**src/hdl/mwa_pkg.sv**
```systemverilog
// Package for the multilevel wavelet analysis block: widths, codes, taps,
// rounding. Depends on nothing.
`timescale 1ns / 1ps
package mwa_pkg;

   localparam int DEF_FRAME_LEN = 256;
   localparam int SAMPLE_W      = 16;
   localparam int COEF_W        = 24;
   localparam int BAND_W        = 4;
   localparam int LEVELS_W      = 4;
   localparam int TAP_W         = 16;
   localparam int ACC_W         = 40;
   localparam int FRAC_BITS     = 14;
   localparam int MAX_LEVELS    = 8;

   typedef enum logic [1:0] {
      REQ_PUSH  = 2'd0,
      REQ_FINAL = 2'd1,
      REQ_READ  = 2'd2,
      REQ_NOP   = 2'd3
   } req_code_type;

   typedef enum logic [1:0] {
      ST_OK      = 2'd0,
      ST_EMPTY   = 2'd1,
      ST_DROPPED = 2'd2,
      ST_UNUSED  = 2'd3
   } status_code_type;

   typedef enum logic {
      CSR_LEVELS = 1'b0,
      CSR_FILTER = 1'b1
   } csr_index_type;

   typedef struct packed {
      logic                start;
      logic [LEVELS_W-1:0] levels;
      logic                d4;
   } xform_cmd_type;

   function automatic logic signed [TAP_W-1:0] tap_low(input logic d4, input logic [1:0] m);
      logic signed [TAP_W-1:0] t;
      case (m)
         2'd0:    t = d4 ? 16'sd5595 : 16'sd8192;
         2'd1:    t = d4 ? 16'sd9691 : 16'sd8192;
         2'd2:    t = d4 ? 16'sd2597 : 16'sd0;
         2'd3:    t = d4 ? -16'sd1499 : 16'sd0;
         default: t = 16'sd0;
      endcase
      return t;
   endfunction

   function automatic logic signed [TAP_W-1:0] tap_high(input logic d4, input logic [1:0] m);
      logic signed [TAP_W-1:0] t;
      case (m)
         2'd0:    t = d4 ? 16'sd1499 : -16'sd8192;
         2'd1:    t = d4 ? 16'sd2597 : 16'sd8192;
         2'd2:    t = d4 ? -16'sd9691 : 16'sd0;
         2'd3:    t = d4 ? 16'sd5595 : 16'sd0;
         default: t = 16'sd0;
      endcase
      return t;
   endfunction

   // round half up, drop fraction, saturate to coefficient width
   function automatic logic signed [COEF_W-1:0] round_sat(input logic signed [ACC_W-1:0] a);
      logic signed [ACC_W-1:0]           r;
      logic signed [ACC_W-FRAC_BITS-1:0] q;
      logic signed [COEF_W-1:0]          s;
      r = a + ACC_W'(1 << (FRAC_BITS - 1));
      q = r[ACC_W-1:FRAC_BITS];
      if (q > $signed({{(ACC_W-FRAC_BITS-COEF_W+1){1'b0}}, {(COEF_W-1){1'b1}}}))
         s = {1'b0, {(COEF_W-1){1'b1}}};
      else if (q < $signed({{(ACC_W-FRAC_BITS-COEF_W+1){1'b1}}, {(COEF_W-1){1'b0}}}))
         s = {1'b1, {(COEF_W-1){1'b0}}};
      else
         s = q[COEF_W-1:0];
      return s;
   endfunction

endpackage

```
**src/hdl/mwa_xform.sv**
```systemverilog
// Transform sequencer: multi-level filter passes over the work RAM, details
// and final approximation into the coefficient RAM. Depends on mwa_pkg.
`timescale 1ns / 1ps
module mwa_xform import mwa_pkg::*; #(
   parameter int FRAME_LEN = DEF_FRAME_LEN
) (
   input  logic                             clock,
   input  logic                             reset,
   input  xform_cmd_type                    cmd,
   input  logic [$clog2(FRAME_LEN+1)-1:0]   load_len,
   output logic [$clog2(FRAME_LEN)-1:0]     work_raddr,
   input  logic [COEF_W-1:0]                work_rdata,
   output logic                             work_we,
   output logic [$clog2(FRAME_LEN)-1:0]     work_waddr,
   output logic [COEF_W-1:0]                work_wdata,
   output logic                             coef_we,
   output logic [$clog2(FRAME_LEN)-1:0]     coef_waddr,
   output logic [BAND_W+COEF_W-1:0]         coef_wdata,
   output logic                             done,
   output logic [$clog2(FRAME_LEN+1)-1:0]   total
);
   localparam int AW = $clog2(FRAME_LEN);
   localparam int CW = $clog2(FRAME_LEN + 1);
   localparam int IW = CW + 2;

   typedef enum logic [6:0] {
      E_IDLE  = 7'b0000001,
      E_LEVEL = 7'b0000010,
      E_MAC   = 7'b0000100,
      E_FIN   = 7'b0001000,
      E_FLUSH = 7'b0010000,
      E_COPY  = 7'b0100000,
      E_DONE  = 7'b1000000
   } eng_state_type;

   eng_state_type           st_ff, st_in;
   logic [LEVELS_W-1:0]     lv_ff, lv_in, lev_ff, lev_in;
   logic                    d4_ff, d4_in;
   logic [CW-1:0]           n_ff, n_in, lim_ff, lim_in, k_ff, k_in, pos_ff, pos_in;
   logic [2:0]              ph_ff, ph_in;
   logic                    dv_ff, dv_in, pv_ff, pv_in, cv_ff, cv_in;
   logic [1:0]              dm_ff, dm_in;
   logic signed [ACC_W-1:0] acl_ff, acl_in, ach_ff, ach_in;
   logic signed [ACC_W-1:0] prl_ff, prl_in, prh_ff, prh_in;
   logic [COEF_W-1:0]       pend_ff, pend_in;

   logic [CW-1:0]           half;
   logic [2:0]              mcnt;
   logic [1:0]              mhalf;
   logic signed [IW-1:0]    idx;
   logic                    in_rng, issue;
   logic signed [COEF_W-1:0] xval, lo_val, hi_val;
   logic [LEVELS_W-1:0]     lv_sat;

   assign half   = n_ff >> 1;
   assign mcnt   = d4_ff ? 3'd4 : 3'd2;
   assign mhalf  = d4_ff ? 2'd2 : 2'd1;
   assign idx    = $signed({1'b0, k_ff, 1'b0}) + $signed({{(IW-3){1'b0}}, ph_ff})
                 - $signed({{(IW-2){1'b0}}, mhalf});
   assign in_rng = !idx[IW-1] && (idx[IW-2:0] < {1'b0, lim_ff});
   assign issue  = (st_ff == E_MAC) && (ph_ff < mcnt);
   assign xval   = dv_ff ? $signed(work_rdata) : '0;
   assign lo_val = round_sat(acl_ff);
   assign hi_val = round_sat(ach_ff);
   assign lv_sat = (cmd.levels == '0) ? LEVELS_W'(1) :
                   (cmd.levels > LEVELS_W'(MAX_LEVELS)) ? LEVELS_W'(MAX_LEVELS) : cmd.levels;

   assign work_raddr = (st_ff == E_COPY) ? k_ff[AW-1:0] : idx[AW-1:0];
   assign done       = (st_ff == E_DONE);
   assign total      = pos_ff;

   always_comb begin
      st_in   = st_ff;
      lv_in   = lv_ff;
      lev_in  = lev_ff;
      d4_in   = d4_ff;
      n_in    = n_ff;
      lim_in  = lim_ff;
      k_in    = k_ff;
      pos_in  = pos_ff;
      ph_in   = ph_ff;
      pv_in   = pv_ff;
      cv_in   = 1'b0;
      pend_in = pend_ff;
      dv_in   = issue && in_rng;
      dm_in   = ph_ff[1:0];
      prl_in  = tap_low(d4_ff, dm_ff) * xval;
      prh_in  = tap_high(d4_ff, dm_ff) * xval;
      acl_in  = acl_ff;
      ach_in  = ach_ff;
      work_we    = 1'b0;
      work_waddr = k_ff[AW-1:0];
      work_wdata = pend_ff;
      coef_we    = 1'b0;
      coef_waddr = pos_ff[AW-1:0];
      coef_wdata = {lev_ff, hi_val};

      case (st_ff)
         E_IDLE: begin
            if (cmd.start) begin
               lv_in  = lv_sat;
               d4_in  = cmd.d4;
               lev_in = '0;
               n_in   = CW'(FRAME_LEN);
               lim_in = load_len;
               pos_in = '0;
               st_in  = E_LEVEL;
            end
         end
         E_LEVEL: begin
            k_in  = '0;
            ph_in = '0;
            pv_in = 1'b0;
            if (lev_ff == lv_ff) begin
               st_in = E_COPY;
            end else if (half == '0) begin
               n_in   = half;
               lim_in = half;
               lev_in = lev_ff + 1'b1;
            end else begin
               st_in = E_MAC;
            end
         end
         E_MAC: begin
            if (ph_ff == 3'd0) begin
               acl_in = '0;
               ach_in = '0;
            end else if (ph_ff >= 3'd2) begin
               acl_in = acl_ff + prl_ff;
               ach_in = ach_ff + prh_ff;
            end
            ph_in = ph_ff + 1'b1;
            if (ph_ff == mcnt + 3'd1) begin
               st_in = E_FIN;
            end
         end
         E_FIN: begin
            coef_we = 1'b1;
            pos_in  = pos_ff + 1'b1;
            work_we    = pv_ff;
            work_waddr = AW'(k_ff - 1'b1);
            pend_in = lo_val;
            pv_in   = 1'b1;
            ph_in   = '0;
            if (k_ff + 1'b1 == half) begin
               st_in = E_FLUSH;
            end else begin
               k_in  = k_ff + 1'b1;
               st_in = E_MAC;
            end
         end
         E_FLUSH: begin
            work_we = 1'b1;
            n_in    = half;
            lim_in  = half;
            lev_in  = lev_ff + 1'b1;
            st_in   = E_LEVEL;
         end
         E_COPY: begin
            coef_we    = cv_ff;
            coef_wdata = {lv_ff, work_rdata};
            if (cv_ff) begin
               pos_in = pos_ff + 1'b1;
            end
            if (k_ff < n_ff) begin
               cv_in = 1'b1;
               k_in  = k_ff + 1'b1;
            end else if (!cv_ff) begin
               st_in = E_DONE;
            end
         end
         E_DONE: begin
            st_in = E_IDLE;
         end
         default: begin
            st_in = E_IDLE;
         end
      endcase
   end

   always_ff @(posedge clock) begin
      if (reset) begin
         st_ff <= E_IDLE;
         pv_ff <= 1'b0;
         cv_ff <= 1'b0;
         dv_ff <= 1'b0;
      end else begin
         st_ff <= st_in;
         pv_ff <= pv_in;
         cv_ff <= cv_in;
         dv_ff <= dv_in;
      end
      lv_ff   <= lv_in;
      lev_ff  <= lev_in;
      d4_ff   <= d4_in;
      n_ff    <= n_in;
      lim_ff  <= lim_in;
      k_ff    <= k_in;
      pos_ff  <= pos_in;
      ph_ff   <= ph_in;
      dm_ff   <= dm_in;
      prl_ff  <= prl_in;
      prh_ff  <= prh_in;
      acl_ff  <= acl_in;
      ach_ff  <= ach_in;
      pend_ff <= pend_in;
   end
endmodule

```
**config.mk**
```make
export PLATFORM = sky130hd
export DESIGN_NAME = mwa_xform
export DESIGN_NICKNAME = d
export VERILOG_FILES = /design/src/hdl/mwa_pkg.sv /design/src/hdl/mwa_xform.sv
export SDC_FILE = /design/constraint.sdc
export NUM_CORES = 2
export LEC_CHECK = 0
export ABC_AREA = 1
export BUFFER_PORTS_ARGS = -buffer_cell sky130_fd_sc_hd__buf_4
export CAP_MARGIN = 10
export CELL_PAD_IN_SITES_DETAIL_PLACEMENT = 0
export CELL_PAD_IN_SITES_GLOBAL_PLACEMENT = 2
export CORE_UTILIZATION = 36
export CTS_CLUSTER_DIAMETER = 30
export DETAILED_ROUTE_END_ITERATION = 8
export GPL_TIMING_DRIVEN = 0
export PLACE_DENSITY_LB_ADDON = 0.1
export SETUP_SLACK_MARGIN = 0.02
export SLEW_MARGIN = 20
export SYNTH_ARGS = -nofsm -noshare
export SYNTH_HDL_FRONTEND = slang
export SYNTH_SLANG_ARGS = --single-unit
```
**constraint.sdc**
```tcl
create_clock -name clock -period 8.15 [get_ports clock]
set_input_delay 1.63 -clock clock [delete_from_list [all_inputs] [get_ports clock]]
set_output_delay 1.63 -clock clock [all_outputs]
set_load 0.05 [all_outputs]
```
Yosys cells after proc, flatten, opt, wreduce, memory -nomap -nowiden. Index checks and enable logic that the tools add are counted.

Bits in registers: 244. Output and inout bits: 88.

Add/sub/neg operators: 12. Multipliers: 2. $lt $le $gt $ge: 9. Eq/ne operators: 23. Multiplexer cells: 51. Bitwise logic cells: 1. Reductions and logical operators: 23.

Operator list (number): $pmux W16 S4 (2); $pmux W9 S3 (4); $mux W24 (4); $add A40 B15 Y40 const B (2); $add A40 B40 Y40 (2); $mul A16 B24 Y40 (2); $mux W40 (2); $mux W9 (8); $gt A26 B24 Y1 const B (2); $lt A26 B24 Y1 const B (2); $mux W16 (3); $mux W7 (6); $pmux W7 S6 (1); $mux W14 (2); $mux W28 (1); $add A9 B1 Y9 const B (2); $mux W4 (4); $mux W8 (2); $ne A2 B2 Y1 const B (7); $mux W13 (1); $mux W12 (1); $pmux W4 S3 (1); $add A10 B3 Y11 (1); $mux W11 (1); other kinds (43) (58).

Logic depth before layout (Yosys ltp).
Depth in word-level cells: 5. Gate-level depth with buffers: 29. Depth with buffers taken out: 28.

Worst setup path after synthesis. Ideal clock, no wire load.

Path kind: input-to-reg. Start point: input port work_rdata[23]. End point: register prh_ff[39]. Library setup time: 114 ps. Arrival time: 7818 ps. Data required time: 8036 ps. Path slack: 218 ps. Stages on the path: 24. Cell sequence: nand2_1 nor2_1 inv_1 nor2_1 nor2_1 fa_1 inv_1 fa_1 inv_1 fa_1 fa_1 fa_1 inv_1 fa_1 inv_1 ha_1 a21oi_1 o21ai_0 a21oi_1 o21ai_0 a21oi_1 nand3_1 nand2_1 nand2_1.

Cells in the longest elaborated chain, start to end: 2.

RTL lines: from (decl) (RTL line mwa_xform.sv:12) `input logic [COEF_W-1:0] work_rdata,`; $mux W24 (RTL line mwa_xform.sv:62) `assign xval = dv_ff ? $signed(work_rdata) : '0;`; $mul A16 B24 Y40 (RTL line mwa_xform.sv:88) `prh_in = tap_high(d4_ff, dm_ff) * xval;`; via prh_in[39] (RTL line mwa_xform.sv:44) `logic signed [ACC_W-1:0] prl_ff, prl_in, prh_ff, prh_in;`; to (signal assigned) (RTL line mwa_xform.sv:203) `prh_ff <= prh_in;`; to (decl) (RTL line mwa_xform.sv:44).

The timed path passes the listed nets, and every way through them passes these cells. A chain may end at the register's enable or synchronous reset.

Worst setup path after layout.
Start point: register dv_ff. End point: register prl_ff[38].

Cells in the longest elaborated chain, start to end: 2.

RTL lines: from (decl) (RTL line mwa_xform.sv:41) `logic dv_ff, dv_in, pv_ff, pv_in, cv_ff, cv_in;`; from (signal assigned) (RTL line mwa_xform.sv:191) `dv_ff <= dv_in;`; $mux W24 (RTL line mwa_xform.sv:62); $mul A16 B24 Y40 (RTL line mwa_xform.sv:87) `prl_in = tap_low(d4_ff, dm_ff) * xval;`; via prl_in[38] (RTL line mwa_xform.sv:44); to (signal assigned) (RTL line mwa_xform.sv:202) `prl_ff <= prl_in;`; to (decl) (RTL line mwa_xform.sv:44).

The timed path passes the listed nets, and every way through them passes these cells.

==> results by group <==
Route
  • Routed Antenna Nets: 0
  • Drt pass-1 iters: 6
  • Routed vias/inst: 4.850
  • Residual DRC: 0
  • DRT Wirelength: 141400 um
  • Routed via count: 33690
  • WL/cell: roughly 20 um
  • Initial DRC count: 2248

Placement
  • Post-placement worst setup slack: -1928 ps
  • Dpl cells: 6783
  • Number of port buffers: 127
  • Post-DP HPWL: around 120000 um
  • RD Place Congestion: approximately 0.9

Power and ir drop
  • Worst vdd ir: ~0.16 mV
  • Leakage power: between 0.02 and 0.025 uW
  • Power per cell area: 128.8 mW/mm^2

CTS
  • CTS tree: yes
  • Clock slew at reported path FFs: approximately 40 ps
  • Sink Count: between 200 and 250
  • Htree depth: 3
  • CTS root buf: clkbuf_16
  • Hold_buf cts: 0
  • Clock latency on the worst-skew pair: 670 ps
  • CTS Buf Count: 85
  • Clock Path Buffers: 3

Synth
  • Most area-hungry cell type in the Yosys netlist: fa_1
  • Largest cells by area after synthesis: fa_1 (34%), edfxtp_1 (11%), inv_1 (11%)
  • Synth Net Count: 6198
  • Main synth FF type: edfxtp_1
  • Synthesized area per cell: 7.998 um^2
  • FF+latch count, synth: approximately 240
  • Library cells used by synthesis: between 50 and 60
  • Yosys warning total: 0
  • Top cell type's share of synthesized area: around a third
  • Gate Count Post-Synth: approximately 5100
  • EDFF count, synth: 152
  • Sequential share of the synthesized area: 15.51%
  • Asr flop ratio synth: 0%
  • Mapped Area: just over 0.04 mm^2

Floorplan
  • Die Span Y: 340.2 um
  • Initial Util: 36.45%
  • Core Area: 0.1130 mm^2
  • Die X: 340.2 um
  • Std-Cell Rows: around 120
  • Die area: 0.1157 mm^2
  • # IOs: 129

Setup path
  • Worst-path cell chain: buf_2 -> clkbuf_2 -> nand2_1 -> nor2_1 -> inv_1 -> fa_1 -> inv_1 -> fa_1 -> fa_1 -> fa_1 -> fa_1 -> fa_1 -> ha_1 -> clkbuf_1 -> nand2_1 -> nor2_1 -> inv_1 -> nor4_1 -> nand3_1 -> nand3_1 -> xor2_1
  • Startpoint Class: flip-flop
  • Setup CP Type: reg2reg
  • CP required: 8700 ps
  • Worst-path cell with the longest stage delay: nor4_1
  • Crit path max fanout: 10
  • CP dominant cell by count: fa_1
  • Max incr delay on CP: 620 ps
  • CP delay by family, top: adder cells
  • Worst path bufs/invs: 6
  • WP data arrival: roughly 8500 ps
  • Crit path capture type: flip-flop

STA
  • Worst-margin pin slew: 1132 ps
  • Final hold violations: 0
  • Worst hold slack: between 400 and 500 ps
  • Fmax: 0.1261 GHz
  • Slew HR: 24.56%
  • Post-route setup slack: roughly 220 ps
  • Setup TNS Final: 0 ps
  • Clk_skew: about 36 ps
  • Final setup fails: 0
  • Unrepaired setup endpoints after global routing: true
  • Fin. max-slew vios: 0
  • Period utilization: between 90 and 100%
  • Tmin final: 7929 ps

Final layout
  • Nets: 6423
  • Layout cell share with drive strength beyond 1: 6.941%
  • Synth-to-Final Area Change: 14.84%
  • Util after Layout: 41.86%
  • # diodes: 0
  • Post-Layout Cell Count: 6946

Global route
  • Global routing's busiest layer: met2
  • GR Util met2: 38.91%
  • Grt total ovfl: 0
  • Routing usage on met3: just over 4%
  • Met1 Usage GRT: 36.87%
  • GRT Overall Usage: 25.04%
  • Largest net degree at the start of global routing: 32
  • Initial antenna violation count: 8
  • Vias in the first global route: approximately 35000
  • First-pass GRT wire length: 216600 um

Hold path
  • Hold Path Class: reg2reg

Flow run
  • Max Cap Violations: 0

Run status
  • Outcome: completed
-- path summary, 6_finish.rpt --
path | startpoint | end | slack, ps | cells after the start
worst max register to register | dv_ff | prl_ff[38] | 220 | 21
worst min register to register | ph_ff[1] | dm_ff[1] | 410 | 0
worst max-delay path | dv_ff | prl_ff[38] | 220 | 21
worst min-delay path | ph_ff[1] | dm_ff[1] | 410 | 0
-- cells in the mapped netlist, types with 7 or more instances --
cell,n
xor2_1,101
buf_4,10
fa_1,692
a21oi_1,281
nor4_1,15
nand2_1,882
o21a_1,11
a21o_1,24
a21boi_0,7
o21ai_0,180
nand2_2,15
nand4_1,33
dfxtp_1,91
edfxtp_1,152
nor3_1,35
ha_1,317
clkbuf_1,39
buf_1,7
xnor2_1,48
nor2_1,732
inv_1,1198
nand3_1,165
o21bai_1,22
a31oi_1,21
-- layout by cell type (no fill, tap or decap), types with 33 or more instances in the layout --
master	instances
nor2_1	710
inv_1	1198
ha_1	317
xnor2_1	48
nor3_1	35
a21oi_1	279
nand3_1	165
xor2_1	101
clkbuf_16	91
fa_1	691
edfxtp_1	152
buf_4	140
nand4_1	33
o21ai_0	180
nand2_1	875
clkbuf_1	47
dfxtp_1	91
-- metal layers --
layer  vias to the layer above  routed length [um]
met5                         -                  25
met4                         4                2246
met3                       133                7468
met2                       780               62590
met1                     16580               69040
li1                      16190                   -
-- cells by family after synthesis --
group,after synthesis,synth area share (%)
flops,243,15.51
xor+xnor,149,3.169
buf+inv,1271,11.77
compound gates,565,7.475
simple gates,1911,18.80
fa+ha+maj,1009,43.28
-- per-stage QoR --
step           cell area (um^2)  total power [uW]
4_1_cts                   47210              6148
5_1_grt                   47290              6366
2_1_floorplan             41180              2354
3_3_place_gp              44010              2818
6_report                  47290              6090
3_5_place_dp              44240              2827
-- worst reg2reg max path, stage by stage, from the launching register on --
cell      delay (ps)
dfxtp_1          410
buf_2            390
clkbuf_2         550
nand2_1          590
nor2_1           500
inv_1            230
fa_1             550
inv_1             60
fa_1             470
fa_1             560
fa_1             450
fa_1             510
fa_1             430
ha_1             290
clkbuf_1         390
nand2_1          130
nor2_1           120
inv_1             80
nor4_1           620
nand3_1          150
nand3_1          160
xor2_1           200
-- state kept, by name (all words and copies together) (netlist names) --
signal	cells
lev_ff	4
n_ff	9
lv_ff	4
total	9
st_ff	7
ph_ff	3
work_wdata	24
acl_ff	40
prl_ff	39
pv_ff	1
cv_ff	1
ach_ff	40
d4_ff	1
prh_ff	40
dm_ff	2
k_ff	9
dv_ff	1
lim_ff	9
-- power breakdown --
| group | internal, uW | switching, uW | total (uW) |
|---|---|---|---|
| clock network | 2270 | 1000 | 3270 |
| registers | 1430 | 101 | 1530 |
| logic | 408 | 882 | 1290 |
-- cell type report --
type | instances | area [um^2]
Fill cell | 11910 | 65680
Timing Repair Buffer | 138 | 1167
Clock inverter | 46 | 461.7
Tap cell | 1500 | 1877
Sequential cell | 243 | 6386
Inverter | 1207 | 4532
Clock buffer | 114 | 2474
Multi-Input combinational cell | 3634 | 30060
Buffer | 64 | 326.6
-- what timing repair did --
action,in CTS,in global routing
setup endpoints to repair,37,15
setup buffers,2,1
resized for setup,8,27
pin swaps,1,1
Note: power is estimated with default switching activity, not from simulation.
